File: config.mk
export PLATFORM = sky130hd
export DESIGN_NAME = logo_source_tokenizer_core
export DESIGN_NICKNAME = d
export VERILOG_FILES = /design/src/lst_pkg.sv /design/src/logo_source_tokenizer_core.sv /design/src/lst_front.sv /design/src/lst_queue.sv /design/src/lst_back.sv
export VERILOG_INCLUDE_DIRS = /design/src /design/src/src
export SDC_FILE = /design/constraint.sdc
export NUM_CORES = 1
export LEC_CHECK = 0
export BUFFER_PORTS_ARGS = -buffer_cell sky130_fd_sc_hd__buf_4
export CAP_MARGIN = 20
export CORE_AREA = 2 2 221 169
export CTS_CLUSTER_DIAMETER = 150
export DETAILED_ROUTE_END_ITERATION = 10
export DIE_AREA = 0 0 223 171
export PLACE_DENSITY = 0.75
export SLEW_MARGIN = 20
export SYNTH_ARGS = -nofsm -noshare
export SYNTH_HDL_FRONTEND = slang
export SYNTH_SLANG_ARGS = --single-unit
File: constraint.sdc
create_clock -name clk_i -period 6.95 [get_ports clk_i]
set_input_delay 0.3475 -clock clk_i [delete_from_list [all_inputs] [get_ports clk_i]]
set_output_delay 0.3475 -clock clk_i [all_outputs]
set_load 0.05 [all_outputs]
File: src/logo_source_tokenizer_core_macros.svh
// Assertion macros for the logo source tokenizer.
// Included by modules that check their own logic; no other dependencies.
`ifndef LOGO_SOURCE_TOKENIZER_CORE_MACROS_SVH
`define LOGO_SOURCE_TOKENIZER_CORE_MACROS_SVH

`ifndef SYNTHESIS
// Property must hold at every rising clock edge outside reset.
`define LST_ASSERT(lbl, clk, rstn, prop) \
  lbl: assert property (@(posedge clk) disable iff (!rstn) prop) \
    else $error("lst assertion failed");
// Condition must never be true outside reset.
`define LST_NEVER(lbl, clk, rstn, cond) \
  `LST_ASSERT(lbl, clk, rstn, !(cond))
`else
`define LST_ASSERT(lbl, clk, rstn, prop)
`define LST_NEVER(lbl, clk, rstn, cond)
`endif

`endif

File: src/lst_pkg.sv
// Shared types and constants for the logo source tokenizer.
// No dependencies; used by the front, queue, back and top modules.
package lst_pkg;

  localparam int unsigned TOK_POS_W = 16;
  localparam int unsigned CHAR_W    = 8;

  // Character codes
  localparam logic [CHAR_W-1:0] CH_SEMI   = 8'h3B;  // ;
  localparam logic [CHAR_W-1:0] CH_COLON  = 8'h3A;  // :
  localparam logic [CHAR_W-1:0] CH_QUOTE  = 8'h22;  // "
  localparam logic [CHAR_W-1:0] CH_DOT    = 8'h2E;  // .
  localparam logic [CHAR_W-1:0] CH_NL     = 8'h0A;
  localparam logic [CHAR_W-1:0] CH_CR     = 8'h0D;
  localparam logic [CHAR_W-1:0] CH_TAB    = 8'h09;
  localparam logic [CHAR_W-1:0] CH_SPACE  = 8'h20;
  localparam logic [CHAR_W-1:0] CH_LBRK   = 8'h5B;  // [
  localparam logic [CHAR_W-1:0] CH_RBRK   = 8'h5D;  // ]
  localparam logic [CHAR_W-1:0] CH_LPAR   = 8'h28;  // (
  localparam logic [CHAR_W-1:0] CH_RPAR   = 8'h29;  // )
  localparam logic [CHAR_W-1:0] CH_PLUS   = 8'h2B;
  localparam logic [CHAR_W-1:0] CH_MINUS  = 8'h2D;
  localparam logic [CHAR_W-1:0] CH_STAR   = 8'h2A;
  localparam logic [CHAR_W-1:0] CH_SLASH  = 8'h2F;
  localparam logic [CHAR_W-1:0] CH_LT     = 8'h3C;
  localparam logic [CHAR_W-1:0] CH_GT     = 8'h3E;
  localparam logic [CHAR_W-1:0] CH_EQ     = 8'h3D;
  localparam logic [CHAR_W-1:0] CH_ZERO   = 8'h30;
  localparam logic [CHAR_W-1:0] CH_NINE   = 8'h39;

  typedef enum logic [3:0] {
    KIND_NUMBER = 4'd0,
    KIND_WORD   = 4'd1,
    KIND_QWORD  = 4'd2,
    KIND_VAR    = 4'd3,
    KIND_LBRK   = 4'd4,
    KIND_RBRK   = 4'd5,
    KIND_LPAR   = 4'd6,
    KIND_RPAR   = 4'd7,
    KIND_OP     = 4'd8
  } kind_e;

  typedef enum logic [6:0] {
    MODE_IDLE    = 7'b0000001,
    MODE_NUMBER  = 7'b0000010,
    MODE_WORD    = 7'b0000100,
    MODE_QWORD   = 7'b0001000,
    MODE_VAR     = 7'b0010000,
    MODE_DOT     = 7'b0100000,
    MODE_COMMENT = 7'b1000000
  } mode_e;

  typedef struct packed {
    kind_e                kind;
    logic [TOK_POS_W-1:0] start;
    logic [TOK_POS_W-1:0] length;
    logic [CHAR_W-1:0]    chr;
  } token_t;

  // Tokens caused by one character: one or two.
  typedef struct packed {
    logic   two;
    token_t tok0;
    token_t tok1;
  } run_t;

endpackage

File: src/logo_source_tokenizer_core.sv
// Logo source tokenizer: character stream in, token stream out.
// Input side is a queue write port: a character beat (ch_i, end_of_source_i)
// is taken at a clock edge with push high and full low.
// Output side is a queue read port: while empty is low the oldest token sits
// on the token_* ports; it is taken at a clock edge with pop high.
// Throughput: one character per cycle while full is low; a character that
// closes a token and forms a single-character one (or opens one flushed at
// end of source) yields two token beats, and the output side then drains
// one token per cycle while pop is high.
// The front end holds the lexer state and turns each character into a run of
// one or two tokens; a QUEUE_DEPTH-entry run queue decouples it from the back
// end, which hands out the tokens of a run one by one (last_of_run_o marks
// the final one). When pop stays low the queue fills and full rises; pushing
// then waits, nothing is dropped.
// Reset: queue empty, lexer idle, position and token start at offset 0.
// end_of_source_i flushes the open token and restarts offsets at 0.
// Positions saturate at 2**POSITION_BITS-1; ports carry the low 16 bits.
// Depends on lst_pkg, lst_front, lst_queue, lst_back and the macro header.
`include "logo_source_tokenizer_core_macros.svh"

module logo_source_tokenizer_core #(
  parameter int unsigned POSITION_BITS = 16,
  parameter int unsigned QUEUE_DEPTH   = 4
) (
  input  logic        clk_i,
  input  logic        rst_ni,
  input  logic        push,
  output logic        full,
  input  logic [7:0]  ch_i,
  input  logic        end_of_source_i,
  output logic        empty,
  input  logic        pop,
  output logic [3:0]  token_kind_o,
  output logic [15:0] token_start_o,
  output logic [15:0] token_length_o,
  output logic [7:0]  token_char_o,
  output logic        last_of_run_o
);

  logic            accept;     // input beat taken
  logic            run_valid;  // front produced at least one token
  lst_pkg::run_t   run_in;
  lst_pkg::run_t   run_head;
  logic            head_rd;    // back retires the head run
  lst_pkg::token_t tok;

  assign accept = push && !full;

  lst_front #(
    .PosBits(POSITION_BITS)
  ) u_front (
    .clk_i      (clk_i),
    .rst_ni     (rst_ni),
    .accept_i   (accept),
    .ch_i       (ch_i),
    .eos_i      (end_of_source_i),
    .run_valid_o(run_valid),
    .run_o      (run_in)
  );

  // Full blocks pushes, so a produced run always finds a slot
  lst_queue #(
    .Depth(QUEUE_DEPTH)
  ) u_queue (
    .clk_i   (clk_i),
    .rst_ni  (rst_ni),
    .wr_i    (run_valid),
    .wr_run_i(run_in),
    .rd_i    (head_rd),
    .rd_run_o(run_head),
    .full_o  (full),
    .empty_o (empty)
  );

  lst_back u_back (
    .clk_i       (clk_i),
    .rst_ni      (rst_ni),
    .head_i      (run_head),
    .head_empty_i(empty),
    .pop_i       (pop),
    .head_rd_o   (head_rd),
    .tok_o       (tok),
    .last_o      (last_of_run_o)
  );

  assign token_kind_o   = tok.kind;
  assign token_start_o  = tok.start;
  assign token_length_o = tok.length;
  assign token_char_o   = tok.chr;

  // A full queue holds runs, so tokens are waiting
  `LST_ASSERT(a_full_has_tokens, clk_i, rst_ni, full |-> !empty)
  // Popping the first token of a two-token run leaves the second one up next
  `LST_ASSERT(a_run_second_last, clk_i, rst_ni, (pop && !empty && !last_of_run_o) |=> (!empty && last_of_run_o))
  // Tokens only appear after a character beat
  `LST_ASSERT(a_no_token_from_nothing, clk_i, rst_ni, (empty && !push) |=> empty)

endmodule

File: src/lst_front.sv
// Front end: classifies each accepted character and runs the lexer state.
// Emits a run of one or two tokens for each character that produces any. Uses lst_pkg.
module lst_front #(
  parameter int unsigned PosBits = 16
) (
  input  logic                   clk_i,
  input  logic                   rst_ni,
  input  logic                   accept_i,
  input  logic [7:0]             ch_i,
  input  logic                   eos_i,
  output logic                   run_valid_o,
  output lst_pkg::run_t          run_o
);

  localparam logic [PosBits-1:0] PosMax = {PosBits{1'b1}};

  lst_pkg::mode_e     mode_q, mode_d;
  logic [PosBits-1:0] begin_q, begin_d;
  logic [PosBits-1:0] pos_q, pos_d;

  logic               taken, cont;
  logic               tok_a_v, tok_i_v, tok_e_v;
  lst_pkg::token_t    tok_a, tok_i, tok_e;
  lst_pkg::mode_e     m;
  logic [PosBits:0]   eos_to, eos_from, eos_diff;
  logic [PosBits-1:0] eos_len;

  function automatic logic is_blank(input logic [7:0] c);
    return c == lst_pkg::CH_SPACE || c == lst_pkg::CH_TAB ||
           c == lst_pkg::CH_CR    || c == lst_pkg::CH_NL;
  endfunction

  function automatic logic is_digit(input logic [7:0] c);
    return c >= lst_pkg::CH_ZERO && c <= lst_pkg::CH_NINE;
  endfunction

  function automatic logic is_op(input logic [7:0] c);
    return c == lst_pkg::CH_PLUS || c == lst_pkg::CH_MINUS ||
           c == lst_pkg::CH_STAR || c == lst_pkg::CH_SLASH ||
           c == lst_pkg::CH_LT   || c == lst_pkg::CH_GT    || c == lst_pkg::CH_EQ;
  endfunction

  function automatic logic is_delim(input logic [7:0] c);
    return is_blank(c) || is_op(c) ||
           c == lst_pkg::CH_LBRK || c == lst_pkg::CH_RBRK ||
           c == lst_pkg::CH_LPAR || c == lst_pkg::CH_RPAR ||
           c == lst_pkg::CH_SEMI || c == lst_pkg::CH_QUOTE || c == lst_pkg::CH_COLON;
  endfunction

  function automatic logic is_open(input lst_pkg::mode_e md);
    return md == lst_pkg::MODE_NUMBER || md == lst_pkg::MODE_WORD ||
           md == lst_pkg::MODE_QWORD  || md == lst_pkg::MODE_VAR;
  endfunction

  function automatic lst_pkg::kind_e kind_of(input lst_pkg::mode_e md);
    lst_pkg::kind_e k;
    unique case (md)
      lst_pkg::MODE_NUMBER: k = lst_pkg::KIND_NUMBER;
      lst_pkg::MODE_QWORD:  k = lst_pkg::KIND_QWORD;
      lst_pkg::MODE_VAR:    k = lst_pkg::KIND_VAR;
      default:              k = lst_pkg::KIND_WORD;
    endcase
    return k;
  endfunction

  function automatic logic [PosBits-1:0] sat_inc(input logic [PosBits-1:0] v);
    return (v == PosMax) ? v : v + PosBits'(1);
  endfunction

  function automatic lst_pkg::token_t mk_tok(input lst_pkg::kind_e k,
                                             input logic [PosBits-1:0] s,
                                             input logic [PosBits-1:0] l,
                                             input logic [7:0] c);
    lst_pkg::token_t t;
    t.kind   = k;
    t.start  = lst_pkg::TOK_POS_W'(s);
    t.length = lst_pkg::TOK_POS_W'(l);
    t.chr    = c;
    return t;
  endfunction

  always_comb begin
    taken   = 1'b0;
    cont    = 1'b0;
    m       = mode_q;
    begin_d = begin_q;
    tok_a_v = 1'b0;
    tok_i_v = 1'b0;
    tok_e_v = 1'b0;
    tok_a   = '0;
    tok_i   = '0;
    tok_e   = '0;

    // Modes that look at the character before the token logic
    unique case (mode_q)
      lst_pkg::MODE_COMMENT: begin
        if (ch_i == lst_pkg::CH_NL) m = lst_pkg::MODE_IDLE;
        taken = 1'b1;
      end
      lst_pkg::MODE_DOT: begin
        if (is_digit(ch_i)) begin
          m     = lst_pkg::MODE_NUMBER;
          taken = 1'b1;
        end else begin
          m = lst_pkg::MODE_WORD;
        end
      end
      lst_pkg::MODE_IDLE, lst_pkg::MODE_NUMBER, lst_pkg::MODE_WORD,
      lst_pkg::MODE_QWORD, lst_pkg::MODE_VAR: m = mode_q;
      default: m = lst_pkg::MODE_IDLE;
    endcase

    // Continue or close the open token
    if (!taken && is_open(m)) begin
      cont = (m == lst_pkg::MODE_NUMBER) ? (is_digit(ch_i) || ch_i == lst_pkg::CH_DOT)
                                         : !is_delim(ch_i);
      if (cont) begin
        taken = 1'b1;
      end else begin
        tok_a_v = 1'b1;
        tok_a   = mk_tok(kind_of(m), begin_q,
                         (pos_q > begin_q) ? pos_q - begin_q : '0, 8'h00);
        m       = lst_pkg::MODE_IDLE;
      end
    end

    // Character handled from idle (also a closing character)
    if (!taken) begin
      priority if (is_blank(ch_i)) begin
        m = lst_pkg::MODE_IDLE;
      end else if (ch_i == lst_pkg::CH_SEMI) begin
        m = lst_pkg::MODE_COMMENT;
      end else if (ch_i == lst_pkg::CH_LBRK) begin
        tok_i_v = 1'b1;
        tok_i   = mk_tok(lst_pkg::KIND_LBRK, pos_q, PosBits'(1), ch_i);
      end else if (ch_i == lst_pkg::CH_RBRK) begin
        tok_i_v = 1'b1;
        tok_i   = mk_tok(lst_pkg::KIND_RBRK, pos_q, PosBits'(1), ch_i);
      end else if (ch_i == lst_pkg::CH_LPAR) begin
        tok_i_v = 1'b1;
        tok_i   = mk_tok(lst_pkg::KIND_LPAR, pos_q, PosBits'(1), ch_i);
      end else if (ch_i == lst_pkg::CH_RPAR) begin
        tok_i_v = 1'b1;
        tok_i   = mk_tok(lst_pkg::KIND_RPAR, pos_q, PosBits'(1), ch_i);
      end else if (is_op(ch_i)) begin
        tok_i_v = 1'b1;
        tok_i   = mk_tok(lst_pkg::KIND_OP, pos_q, PosBits'(1), ch_i);
      end else if (ch_i == lst_pkg::CH_QUOTE) begin
        m       = lst_pkg::MODE_QWORD;
        begin_d = sat_inc(pos_q);
      end else if (ch_i == lst_pkg::CH_COLON) begin
        m       = lst_pkg::MODE_VAR;
        begin_d = sat_inc(pos_q);
      end else if (is_digit(ch_i)) begin
        m       = lst_pkg::MODE_NUMBER;
        begin_d = pos_q;
      end else if (ch_i == lst_pkg::CH_DOT) begin
        m       = lst_pkg::MODE_DOT;
        begin_d = pos_q;
      end else begin
        m       = lst_pkg::MODE_WORD;
        begin_d = pos_q;
      end
    end

    // End of source flush; span to p+1 saturates
    eos_to   = {1'b0, pos_q} + (PosBits+1)'(1);
    eos_from = {1'b0, begin_d};
    eos_diff = (eos_to > eos_from) ? eos_to - eos_from : '0;
    eos_len  = (eos_diff > {1'b0, PosMax}) ? PosMax : eos_diff[PosBits-1:0];

    if (eos_i) begin
      if (is_open(m)) begin
        tok_e_v = 1'b1;
        tok_e   = mk_tok(kind_of(m), begin_d, eos_len, 8'h00);
      end else if (m == lst_pkg::MODE_DOT) begin
        tok_e_v = 1'b1;
        tok_e   = mk_tok(lst_pkg::KIND_WORD, begin_d, PosBits'(1), 8'h00);
      end
      mode_d  = lst_pkg::MODE_IDLE;
      begin_d = '0;
      pos_d   = '0;
    end else begin
      mode_d = m;
      pos_d  = sat_inc(pos_q);
    end

    // Pack into a run, in order: close, single char, flush
    run_o.two  = (32'(tok_a_v) + 32'(tok_i_v) + 32'(tok_e_v)) == 32'd2;
    run_o.tok0 = tok_a_v ? tok_a : (tok_i_v ? tok_i : tok_e);
    run_o.tok1 = (tok_a_v && tok_i_v) ? tok_i : tok_e;
    run_valid_o = accept_i && (tok_a_v || tok_i_v || tok_e_v);
  end

  always_ff @(posedge clk_i or negedge rst_ni) begin
    if (!rst_ni) begin
      mode_q  <= lst_pkg::MODE_IDLE;
      begin_q <= '0;
      pos_q   <= '0;
    end else if (accept_i) begin
      mode_q  <= mode_d;
      begin_q <= begin_d;
      pos_q   <= pos_d;
    end
  end

endmodule

File: src/lst_queue.sv
// Short run queue between the front end and the back end.
// Flip-flop storage, one write and one read per cycle. Uses lst_pkg.
module lst_queue #(
  parameter int unsigned Depth = 4
) (
  input  logic          clk_i,
  input  logic          rst_ni,
  input  logic          wr_i,
  input  lst_pkg::run_t wr_run_i,
  input  logic          rd_i,
  output lst_pkg::run_t rd_run_o,
  output logic          full_o,
  output logic          empty_o
);

  localparam int unsigned PtrW = (Depth > 1) ? $clog2(Depth) : 1;
  localparam int unsigned CntW = $clog2(Depth + 1);

  lst_pkg::run_t       mem_q [Depth];
  logic [PtrW-1:0]     wr_ptr_q, wr_ptr_d, rd_ptr_q, rd_ptr_d;
  logic [CntW-1:0]     cnt_q, cnt_d;
  logic                do_wr, do_rd;

  function automatic logic [PtrW-1:0] ptr_next(input logic [PtrW-1:0] p);
    return (p == PtrW'(Depth - 1)) ? '0 : p + PtrW'(1);
  endfunction

  assign full_o   = cnt_q == CntW'(Depth);
  assign empty_o  = cnt_q == '0;
  assign do_wr    = wr_i && !full_o;
  assign do_rd    = rd_i && !empty_o;
  assign rd_run_o = mem_q[rd_ptr_q];

  always_comb begin
    wr_ptr_d = do_wr ? ptr_next(wr_ptr_q) : wr_ptr_q;
    rd_ptr_d = do_rd ? ptr_next(rd_ptr_q) : rd_ptr_q;
    cnt_d    = cnt_q + CntW'(do_wr) - CntW'(do_rd);
  end

  always_ff @(posedge clk_i or negedge rst_ni) begin
    if (!rst_ni) begin
      wr_ptr_q <= '0;
      rd_ptr_q <= '0;
      cnt_q    <= '0;
    end else begin
      wr_ptr_q <= wr_ptr_d;
      rd_ptr_q <= rd_ptr_d;
      cnt_q    <= cnt_d;
    end
  end

  always_ff @(posedge clk_i) begin
    if (do_wr) mem_q[wr_ptr_q] <= wr_run_i;
  end

endmodule

File: src/lst_back.sv
// Back end: splits the run at the queue head into single token beats.
// Retires the run after its last token is popped. Uses lst_pkg.
module lst_back (
  input  logic            clk_i,
  input  logic            rst_ni,
  input  lst_pkg::run_t   head_i,
  input  logic            head_empty_i,
  input  logic            pop_i,
  output logic            head_rd_o,
  output lst_pkg::token_t tok_o,
  output logic            last_o
);

  logic sel_q, sel_d;
  logic beat;

  assign tok_o     = sel_q ? head_i.tok1 : head_i.tok0;
  assign last_o    = sel_q || !head_i.two;
  assign beat      = pop_i && !head_empty_i;
  assign head_rd_o = beat && last_o;

  always_comb begin
    sel_d = sel_q;
    if (beat) sel_d = !last_o;
  end

  always_ff @(posedge clk_i or negedge rst_ni) begin
    if (!rst_ni) begin
      sel_q <= 1'b0;
    end else begin
      sel_q <= sel_d;
    end
  end

endmodule
After elaboration in Yosys (flattened, before gate mapping). Memories as Yosys holds them, arrays and structs flattened. Index checks and enable logic that the tools add are counted.

Bits in registers: 47. Latch bits: 0. Bits in writable memories: 356. ROM bits: 0. Input port bits: 13. Memories kept: 1.

Memory list: u_queue.mem_q (depth 4, width 89, read ports 1, clocked after memory_dff 0, write ports 1, line lst_queue.sv:19) `lst_pkg::run_t mem_q [Depth];`.

Add/sub/neg operators: 10. $mul: 0. Div/mod/pow operators: 0. Magnitude comparators: 5. Equal/unequal tests: 40. Shifts and indexed selects: 0. Muxes and demuxes: 75. Bitwise gates (word level): 0. Reduce and logical (&&, ||, !) cells: 44.

Operator list (number): 44-bit two-way mux (16); 16-bit two-way mux (15); 8-bit by 6-bit equality test with 1-bit output, second input constant (14); 7-bit two-way mux (15); 41-bit two-way mux (1); 32-bit by 1-bit adder with 32-bit output (1); 32-bit by 2-bit equality test with 1-bit output, second input constant (1); 1-bit logical OR (27); 8-bit by 4-bit equality test with 1-bit output, second input constant (3); 7-bit by 2-bit equality test with 1-bit output, second input constant (3); 7-bit by 3-bit equality test with 1-bit output, second input constant (3); 7-bit by 4-bit equality test with 1-bit output, second input constant (3); 7-bit by 5-bit equality test with 1-bit output, second input constant (3); 7-bit case mux with 3 select lines (1); 1-bit two-way mux (19); 16-bit by 1-bit adder with 17-bit output, second input constant (1); 17-bit by 16-bit greater-than comparator with 1-bit output (1); 17-bit by 16-bit greater-than comparator with 1-bit output, second input constant (1); 17-bit two-way mux (1); 17-bit by 16-bit subtractor with 17-bit output (1); 16-bit by 1-bit adder with 16-bit output, second input constant (1); 16-bit equality test, second input constant (1); 8-bit by 7-bit equality test with 1-bit output, second input constant (2); 16-bit greater-than comparator (1); 21 further kinds (39).

Longest topological paths before layout. Gate-level depths: netlist (run 1).

Depth in word-level cells: 38. Depth in mapped cells: 23. Mapped depth without buffers: 20.

Hierarchy. A second synthesis (run 1) with hierarchy kept.

Cells, all modules: 1395. Area, all modules: 19947.9 µm².

By module, submodules not included: lst_queue (instances 1, cells an instance 509, area an instance 13329.0 µm², sequential area each 10865.4 µm²); lst_front (instances 1, cells an instance 830, area an instance 5814.3 µm², sequential area each 977.2 µm²); lst_back (instances 1, cells an instance 55, area an instance 790.8 µm², sequential area each 25.0 µm²); logo_source_tokenizer_core (instances 1, cells an instance 1, area an instance 13.8 µm², sequential area each 0.0 µm²).

Worst setup path before layout (run 1). OpenSTA, ideal clock, no wires.

Kind: register to register. Start point: register u_front.mode_q[1]. End point: memory u_queue.mem_q[0][0] (netlist name), enable pin. Library setup time: 0.537 ns. Data arrival time: 6.560 ns. Path slack: -0.148 ns. Stages on the path, launching flop included: 12. Buffers on the path: 0. Cell sequence: dfrtp_1 > or4_4 > or4b_4 > o21ai_4 > nand4b_4 > a21oi_1 > nor2_1 > inv_1 > ha_1 > a21oi_1 > o21ai_2 > nor2_1.

Cells in the longest elaborated chain, start to end: 28. Elaborated cells on any way between the ends: 53. Classes of those cells: eq/ne: 16; mux: 24; reduce/logical: 13.

Ends and longest elaborated chain: start: declaration (line lst_front.sv:17) `lst_pkg::mode_e mode_q, mode_d;`; start signal: assignment (line lst_front.sv:197) `mode_q <= lst_pkg::MODE_IDLE;`; start signal: assignment (line lst_front.sv:201) `mode_q <= mode_d;`; 7-bit by 1-bit equality test with 1-bit output (tied with other cells) (line lst_front.sv:95) `unique case (mode_q)`; 5-bit OR reduction (line lst_front.sv:95); 7-bit case mux with 3 select lines (line lst_front.sv:95); 7-bit by 2-bit equality test with 1-bit output or 7-bit by 3-bit equality test with 1-bit output (tied branches) (line lst_front.sv:51, lst_front.sv:115); 1-bit logical OR (2 in series) (line lst_front.sv:51) `return md == lst_pkg::MODE_NUMBER || md == lst_pkg::MODE_WORD ||`; 1-bit logical OR (line lst_front.sv:52) `md == lst_pkg::MODE_QWORD || md == lst_pkg::MODE_VAR;`; 1-bit logical AND (line lst_front.sv:114) `if (!taken && is_open(m)) begin`; 7-bit two-way mux (line lst_front.sv:114); [11 not listed]; 1-bit logical OR (line lst_front.sv:52); 1-bit two-way mux (line lst_front.sv:173) `if (is_open(m)) begin`; 1-bit two-way mux (line lst_front.sv:172) `if (eos_i) begin`; 1-bit logical OR (*) (line lst_front.sv:192) `run_valid_o = accept_i && (tok_a_v || tok_i_v || tok_e_v);`; 1-bit logical AND (*) (line lst_front.sv:192); 1-bit logical AND (*) (line lst_queue.sv:30) `assign do_wr = wr_i && !full_o;`; 1-bit two-way mux (*) (line lst_queue.sv:53) `if (do_wr) mem_q[wr_ptr_q] <= wr_run_i;`; 1-bit two-way mux (implied by the code) (*) (line lst_queue.sv:53); end: declaration (line lst_queue.sv:19).

Mark *: on every way between the ends. The rest lies on a longest branch, timed or not.

==> results.yml, run 1 <==
critical_path:
  rrSetupSlack_ns: 0.80
  criticalPathCategory: "flop to flop"
  cp_slowest_cell: "or4_4"
  cp-start-kind: "flop"
  required_ns: 7.24
  path_cells: "or4_4 > or4b_4 > o211ai_1 > a2111oi_0 > a21oi_2 > buf_4 > a311oi_1 > a21oi_1 > ha_1 > a21o_1 > a21o_1 > a2111oi_0 > buf_4 > or2_2 > o221ai_1 > xnor2_1 > buf_4 > nand2b_1 > a22o_1"
  path_common_cell: "buf_4"
  crit_fanout: 21
  crit_path_end_kind: "flop"
  cp.arrival_ns: 6.44
  reg2reg_depth: 19
  cp_slowest_stage_delay_ns: 0.60
  rr_startpoint: "u_front.mode_q[1]"
  reg2reg_to: "u_queue.mem_q[1][56]"
place:
  dpl.cell_count: 1842
  hpwl_mm: 28.9
  gp_congestion: 0.949
  port_buffers: 59
  place_ws_ns: 0.857
die:
  initial_core_util: 0.539
  die_width_um: 223
  core-area_mm2: 0.0363
  io_pins: 60
  dieArea_mm2: 0.0381
  rows: 61
  die_h_um: 171
job:
  drv_cap: 0
status:
  status: "completed"
synth:
  ys_seq_elements: 403
  yosys_warnings: 0
  synth_area_leaders: "edfxtp_1 (55%), mux4_2 (10%), dfrtp_1 (5.9%)"
  synth.mux.area_fraction: 0.134
  synthAdderAreaFrac: 0.0329
  synth_top_family_by_area: "multiplexers"
  synth_top_area_cell: "edfxtp_1"
  synthXorXnorAreaFrac: 0.0188
  synth_top_area_frac: 0.547
  synth_cell_types: 84
  ys_seq_area_frac: 0.607
  yosys_most_used_dff: "edfxtp_1"
  async_flop_share: 0.117
  syn-mean-instance-area_um2: 14.4
  synthSimpleGateAreaFrac: 0.0828
  synth_area_mm2: 0.0196
  syn_inst: 1360
  synth_compound_area_frac: 0.0988
  synth_edf_count: 356
worst_hold_path:
  min_path_type: "primary input to flop"
  min_path_cells: 4
  hold_start: "pop"
  hold_end: "u_back.sel_q"
cts:
  clock-root-buffer: "clkbuf_16"
  cts_tree: "yes"
  numCtsBuffers: 40
  clkLatencyLatePin_ns: 0.55
  clkTransAtPathRegs_ns: 0.07
  clock_sinks: 403
  h-tree-depth: 2
  cts_buffer_depth: 3
global_routing:
  grt_pass1_wl_mm: 70.3
  grt_antenna_before_repair: 0
  grt_pass1_vias: 12100
  grt_start_max_net_pins: 90
  grt_usage: 0.241
  overflow: 0
timing:
  period_share: 0.885
  fin_ws_ns: 0.798
  setup_violations: 0
  slew_headroom: 0.370
  fin_crit_ns: 6.15
  finalHoldViolCount: 0
  fin_tns_setup_ns: 0
  fin_skew_ns: 0.0146
  rsz0062_at_grt: "no"
  fmax_mhz: 163
  tightest_slew_ns: 0.942
  drv_slew: 0
route:
  routedWlPerCell_um: 23.5
  via_count: 12200
  drcViolationCount: 0
  drt_pass1_iterations: 5
  drtIter0Drc: 1262
  ant_nets: 0
  vias_per_cell: 6.36
  totalWireLength_mm: 45.0
pwr:
  power_frac_seq: 0.334
  clkPwrFrac: 0.217
  p_leak_nw: 7.68
  power.total_mw: 10.1
  p_switching_mw: 3.90
  powerDensity_mw_per_mm2: 463
  internal-power_mw: 6.22
  pwr-share-comb: 0.450
  vdd_ir_drop_max_v: 0.000247
  sw_frac_of_total: 0.385
layout:
  stdcell_count: 1917
  drive_above_1_share: 0.224
  finalNetCount: 1475
  area_growth_pct: 11.9
  post-route-util: 0.603
  fillCellCount: 2708
  antenna_cells: 0
-- worst max-delay path, delay by kind of cell, from the launching register on --
kind,cells,cell delay [ns]
AO/OA/AOI/OAI,10,2.53
XOR/XNOR,1,0.40
adder cells (fa/ha/maj),1,0.34
buffers and inverters,3,0.83
flip-flops,1,0.43
AND/OR/NAND/NOR,4,1.35
-- how the worst max path moves through the flow --
stage                       from                   end  cells after the start
4_1_cts        u_front.mode_q[1]  u_queue.mem_q[1][56]                     19
3_3_place_gp   u_front.mode_q[1]  u_queue.mem_q[0][60]                     19
6_report       u_front.mode_q[1]  u_queue.mem_q[1][56]                     19
3_5_place_dp   u_front.mode_q[1]  u_queue.mem_q[2][56]                     19
2_1_floorplan  u_front.mode_q[1]   u_queue.mem_q[0][0]                     11
5_1_grt        u_front.mode_q[1]  u_queue.mem_q[1][56]                     19
-- per-stage QoR --
step,cell area [um^2],hold WS [ns]
CTS,21900,0.114
floorplan,19600,0.0519
detailed placement,20500,0.422
global route,21900,0.153
finish,21900,0.132
global placement,20500,0.420
-- cells by family (layout without fill, tap and decap cells) --
logic type	count (synthesis)	in the layout
flops	403	403
other cells	1	8
fa+ha+maj	49	49
mux	144	144
xor+xnor	42	42
buf+inv	127	205
simple gates	309	309
compound gates	285	285
-- cells in the mapped netlist, types with 30 or more instances --
library cell / number
clkbuf_1: 58
edfxtp_1: 356
nor2_1: 78
dfrtp_1: 46
a21oi_1: 73
inv_1: 47
o21ai_0: 43
nand2_1: 73
xnor2_1: 30
mux2_2: 51
mux4_2: 89
ha_1: 45
-- registers in the layout, summed over array words and instances (netlist names) --
name	count
u_front.begin_q	16
u_queue.wr_ptr_q	2
u_queue.mem_q	356
u_front.pos_q	16
u_queue.rd_ptr_q	2
u_queue.cnt_q	3
u_front.mode_q	7
u_back.sel_q	1
-- repair_timing --
action                                 in CTS  in global routing
endpoints found under the hold margin      46                  0
resized for setup                           0                  0
buffers inserted                            0                  0
hold buffers                                1                  0
-- cells in the final DEF (no fill, tap or decap), types with 14 or more instances in the layout --
master	netlist	final
edfxtp_1	356	356
xnor2_1	30	30
clkbuf_16	0	40
a21oi_1	73	72
inv_1	47	47
buf_4	3	79
ha_1	45	45
o21ai_0	43	43
nor3_1	26	26
mux4_2	89	89
nor2b_1	15	14
a22oi_1	19	19
mux2_2	51	51
a22o_1	18	18
a21o_1	17	17
nand2b_1	15	15
dfrtp_1	46	43
nand2_1	73	73
o22ai_1	18	18
nor2_1	78	74
o31ai_1	20	20
nand3_1	25	25
-- metal layers --
metal | up-vias | global-route usage | routed length, um
met5 | - | 0 | 0
met4 | 0 | 0.0633 | 958
met3 | 66 | 0.0531 | 3720
met2 | 507 | 0.353 | 19700
met1 | 6158 | 0.368 | 20600
li1 | 5465 | - | -
-- power by group through the flow --
stage	registers, mW	logic (mW)	clock network (mW)
after floorplan	3.33	3.39	0
after global placement	3.41	4.48	0
after detailed placement	3.43	4.53	0
after CTS	3.38	4.57	2.23
after global routing	3.41	4.85	2.34
final	3.38	4.55	2.19
-- layout make-up --
cell class / count / area (um^2) / area share
Clock buffer: 48 / 1040 / 0.0476
Clock inverter: 26 / 295 / 0.0135
Inverter: 49 / 184 / 0.00841
Multi-Input combinational cell: 837 / 7250 / 0.331
Sequential cell: 403 / 11900 / 0.543
Tap cell: 472 / 591 / 0.0270
Timing Repair Buffer: 82 / 643 / 0.0294
(Power assumes the default switching activity.)
==> run 2: changes to the inputs <==
Settings changed: GPL_ROUTABILITY_DRIVEN set to 0, PLACE_DENSITY 0.75 to 0.72.
Clock period 6.95 ns to 6.7 ns, I/O delays scaled along.
==> results.yml, run 2 (synthesized netlist as in run 1, its figures left out) <==
cts:
  clock-root-buffer: "clkbuf_16"
  clkLatencyLatePin_ns: 0.55
  cts_tree: "yes"
  clkTransAtPathRegs_ns: 0.06
  numCtsBuffers: 39
  cts_buffer_depth: 3
  clock_sinks: 403
  h-tree-depth: 2
pwr:
  powerDensity_mw_per_mm2: 473
  p_leak_nw: 7.63
  power.total_mw: 10.3
  vdd_ir_drop_max_v: 0.000333
critical_path:
  cp.arrival_ns: 6.54
  crit_path_end_kind: "flop"
  criticalPathCategory: "flop to flop"
  crit_fanout: 19
  required_ns: 6.96
  cp-start-kind: "flop"
  reg2reg_depth: 17
layout:
  largest_registers: "u_queue.mem_q (356), u_front.begin_q (16), u_front.pos_q (16)"
  fillCellCount: 2754
  area_growth_pct: 11.2
  seq_area_mm2: 0.0119
  largest_reg_flops: 356
  final_common_cell: "edfxtp_1"
  top_register: "u_queue.mem_q"
  multi_input_area_mm2: 0.00725
  final_cell_mix: "edfxtp_1 (356), mux4_2 (89), buf_4 (82)"
  finalNetCount: 1475
  stdcell_count: 1914
  drive_above_1_share: 0.221
  antenna_cells: 0
timing:
  fin_tns_setup_ns: 0
  setup_violations: 0
  finalHoldViolCount: 0
  fin_crit_ns: 6.27
  rsz0062_at_grt: "no"
  fmax_mhz: 159
  tightest_slew_ns: 0.931
  fin_skew_ns: 0.0148
  slew_headroom: 0.377
  period_share: 0.936
  drv_slew: 0
die:
  dieArea_mm2: 0.0381
  rows: 61
  initial_core_util: 0.539
  core-area_mm2: 0.0363
  die_h_um: 171
  io_pins: 60
  die_width_um: 223
route:
  drcViolationCount: 0
  top_layer: "met4"
  ant_nets: 0
  routedWlPerCell_um: 23.8
  drtIter0Drc: 1391
  wl_met1_mm: 20.2
  wl_met3_mm: 4.55
  met2WireLength_mm: 19.9
  via_count: 12300
  totalWireLength_mm: 45.5
  vias_per_cell: 6.43
  drt_pass1_iterations: 6
place:
  hpwl_mm: 29.3
  port_buffers: 59
  dpl.cell_count: 1843
global_routing:
  grt_antenna_before_repair: 1
  grt_pass1_wl_mm: 71.0
  overflow: 0
  grt_start_max_net_pins: 50
  grt_pass1_vias: 12000
  grt_usage: 0.244
job:
  drv_cap: 0
worst_hold_path:
  min_path_type: "primary input to flop"
  min_path_cells: 4
status:
  status: "completed"
[run 2: cell count changes in the layout (fill, tap and decap cells not counted), sizes merged]
cell	change
clkbuf	+9
bufinv	-4
clkinv	-3
clkinvlp	-3
inv	-3
buf	+1
[run 2: metrics by stage]
step | setup WS [ns] | utilization | hold slack [ns] | instance area, um^2
floorplan | -0.398 | - | 0.0394 | 19600
global placement | 0.650 | 0.566 | 0.418 | 20500
detailed placement | 0.570 | 0.566 | 0.408 | 20500
CTS | 0.553 | 0.600 | 0.111 | 21700
global route | 0.0248 | 0.600 | 0.138 | 21700
finish | 0.426 | 0.600 | 0.128 | 21700
[run 2: what timing repair did]
| item | 4_1_cts | 5_1_grt |
|---|---|---|
| gates resized for setup | 0 | 0 |
| setup buffers | 0 | 0 |
| hold buffers | 1 | 0 |
| setup endpoints to repair | 0 | 0 |
| hold endpoints to repair | 46 | 0 |
[run 2: path summary, 6_finish.rpt]
kind                            slack (ns)              endpoint         startpoint
worst max-delay path                  0.43  u_queue.mem_q[0][13]  u_front.mode_q[1]
worst min-delay path                  0.13          u_back.sel_q                pop
worst max register to register        0.43  u_queue.mem_q[0][13]  u_front.mode_q[1]
worst min register to register        0.50      u_queue.cnt_q[2]   u_queue.cnt_q[2]
max in group asynchronous             5.81   u_queue.rd_ptr_q[0]             rst_ni
min in group asynchronous             0.37      u_front.pos_q[9]             rst_ni
[run 2: routing by layer]
metal | vias to the layer above | track usage
met3 | 70 | 0.0541
met5 | - | 0
li1 | 5445 | -
met4 | 0 | 0.0668
met2 | 613 | 0.359
met1 | 6180 | 0.369
[run 2: area by class of cell]
cell class | count | share of cell area
Sequential cell | 403 | 0.546
Timing Repair Buffer | 83 | 0.0288
Multi-Input combinational cell | 837 | 0.334
Clock buffer | 57 | 0.0509
Inverter | 49 | 0.00846
Clock inverter | 13 | 0.00478
Tap cell | 472 | 0.0272
[run 2: critical path, cell delays in order, from the launching register on]
cell	delay, ns
dfrtp_1	0.43
or4_4	0.60
or4b_4	0.52
o211ai_1	0.26
a2111oi_0	0.18
a21oi_2	0.55
buf_4	0.35
a311oi_1	0.07
a21oi_1	0.44
ha_1	0.41
a21o_1	0.21
a21o_1	0.17
a21o_1	0.19
a21oi_1	0.41
nand3_1	0.13
a31oi_1	0.47
or4_4	0.42
nor2b_1	0.16
[run 2: report_power, final]
group | internal, mW | leakage [nW] | switching, mW
logic | 1.81 | 3.12 | 2.85
clock network | 1.19 | 0.592 | 0.913
registers | 3.31 | 3.92 | 0.197
total | 6.31 | 7.63 | 3.96
==> run 3: changes to the inputs <==
Settings changed: RECOVER_POWER set to 25, REMOVE_ABC_BUFFERS set to 1.
==> results.yml, run 3 (synthesized netlist as in run 1, its figures left out) <==
timing:
  rsz0062_at_grt: "no"
  fin_skew_ns: 0.0199
  drv_slew: 150
  setup_violations: 0
  period_share: 0.904
  fin_crit_ns: 6.06
  fin_ws_ns: 0.641
  slew_headroom: -0.896
  fmax_mhz: 165
  tightest_slew_ns: 2.84
  fin_tns_setup_ns: 0
  finalHoldViolCount: 0
critical_path:
  cp_slowest_stage_delay_ns: 0.60
  cp.arrival_ns: 6.30
  cp_num_buf_inv: 4
  path_cells: "or4_4 > or4b_1 > o211ai_1 > a2111oi_0 > a21oi_2 > buf_4 > nor2_1 > a21oi_1 > inv_1 > ha_1 > inv_1 > fa_1 > a21o_1 > a21o_1 > a2111oi_0 > buf_4 > or2_2 > o21ai_0 > a2111oi_0 > nor4b_1 > o2bb2ai_1"
  path_common_cell: "a2111oi_0"
  cp-start-kind: "flop"
  rr_startpoint: "u_front.mode_q[1]"
  criticalPathCategory: "flop to flop"
  cp_slowest_cell: "or4_4"
  crit_family: "compound AO/OA/AOI/OAI gates"
  reg2reg_to: "u_queue.mem_q[1][66]"
  reg2reg_depth: 21
  required_ns: 6.94
  crit_fanout: 30
  crit_path_end_kind: "flop"
  rrSetupSlack_ns: 0.64
place:
  hpwl_mm: 28.0
  place_ws_ns: 0.892
  port_buffers: 59
cts:
  clkLatencyLatePin_ns: 0.54
  clkTransAtPathRegs_ns: 0.06
  cts_setup_buffers: 0
  h-tree-depth: 2
  numCtsBuffers: 39
  cts_hold_buf: 1
  clock_sinks: 403
  cts_buffer_depth: 3
  cts_tree: "yes"
  ctsResizeCount: 0
  clock-root-buffer: "clkbuf_16"
worst_hold_path:
  hold_start: "pop"
  min_path_type: "primary input to flop"
  hold_end: "u_back.sel_q"
  min_path_cells: 4
layout:
  antenna_cells: 0
  top_register: "u_queue.mem_q"
  final_cell_mix: "edfxtp_1 (356), mux4_2 (89), nor2_1 (74)"
  drive_above_1_share: 0.183
  largest_reg_flops: 356
  finalNetCount: 1472
  largest_registers: "u_queue.mem_q (356), u_front.begin_q (16), u_front.pos_q (16)"
  final_common_cell: "edfxtp_1"
  area_growth_pct: 10.4
  post-route-util: 0.595
route:
  totalWireLength_mm: 44.0
  drtIter0Drc: 1625
  ant_nets: 0
  drt_pass1_iterations: 5
  routedWlPerCell_um: 23.0
  vias_per_cell: 6.38
  via_count: 12200
  drcViolationCount: 0
die:
  die_width_um: 223
  io_pins: 60
  dieArea_mm2: 0.0381
  rows: 61
  core-area_mm2: 0.0363
  die_h_um: 171
  initial_core_util: 0.539
global_routing:
  grt_start_max_net_pins: 90
  grt_usage: 0.235
  grt_pass1_vias: 12000
  grt_pass1_wl_mm: 69.0
  overflow: 0
  grt_antenna_before_repair: 0
pwr:
  powerDensity_mw_per_mm2: 471
  p_leak_nw: 7.46
  vdd_ir_drop_max_v: 0.000340
status:
  violations: "max-capacitance violations, max-slew violations"
  status: "finished with violations"
job:
  drv_cap: 4
[run 3: metal layers]
metal	vias to the layer above	GRT usage	share of wire
met3	79	0.0441	0.076
met5	-	0	0
li1	5443	-	-
met4	0	0.0633	0.021
met2	538	0.357	0.46
met1	6146	0.350	0.44
[run 3: worst max path at each step]
| stage | startpoint | to | slack, ns | cells after the start |
|---|---|---|---|---|
| finish | u_front.mode_q[1] | u_queue.mem_q[1][66] | 0.64 | 21 |
| global route | u_front.pos_q[1] | u_queue.mem_q[0][66] | 0.08 | 18 |
| CTS | u_front.mode_q[1] | u_queue.mem_q[1][66] | 0.80 | 21 |
| detailed placement | u_front.mode_q[1] | u_queue.mem_q[3][66] | 0.89 | 21 |
| global placement | u_front.mode_q[1] | u_queue.mem_q[0][66] | 0.99 | 21 |
| floorplan | u_front.mode_q[1] | u_queue.mem_q[0][0] | -0.92 | 10 |
[run 3: layout make-up]
type / instances / area (um^2)
multi-input combinational: 837 / 7220
clock buffer: 50 / 1080
fill: 2715 / 14700
timing repair buffer: 80 / 497
tap: 472 / 591
clock inverter: 21 / 139
sequential: 403 / 11900
inverter: 49 / 184
[run 3: stage by stage]
| step | cells | hold slack [ns] | cell area [um^2] | power [mW] |
|---|---|---|---|---|
| floorplan | 1289 | 0.0394 | 19300 | 7.00 |
| global placement | 1839 | 0.400 | 20500 | 8.18 |
| detailed placement | 1839 | 0.407 | 20500 | 8.25 |
| CTS | 1911 | 0.0944 | 21800 | 10.4 |
| global route | 1912 | 0.157 | 21600 | 10.7 |
| finish | 1912 | 0.108 | 21600 | 10.2 |
[run 3: worst register-to-register path, delay by kind of cell, from the launching register on]
family / cells / cell delay (ns)
AOI/OAI and AO/OA: 10 / 2.19
DFF: 1 / 0.43
and+or+nand+nor: 5 / 2.04
buffers and inverters: 4 / 0.67
adders and majority gates: 2 / 0.43
[run 3: report_power, final]
group / switching (mW) / internal, mW
combinational: 2.86 / 1.71
clock: 0.908 / 1.18
sequential: 0.210 / 3.30
total: 3.98 / 6.19
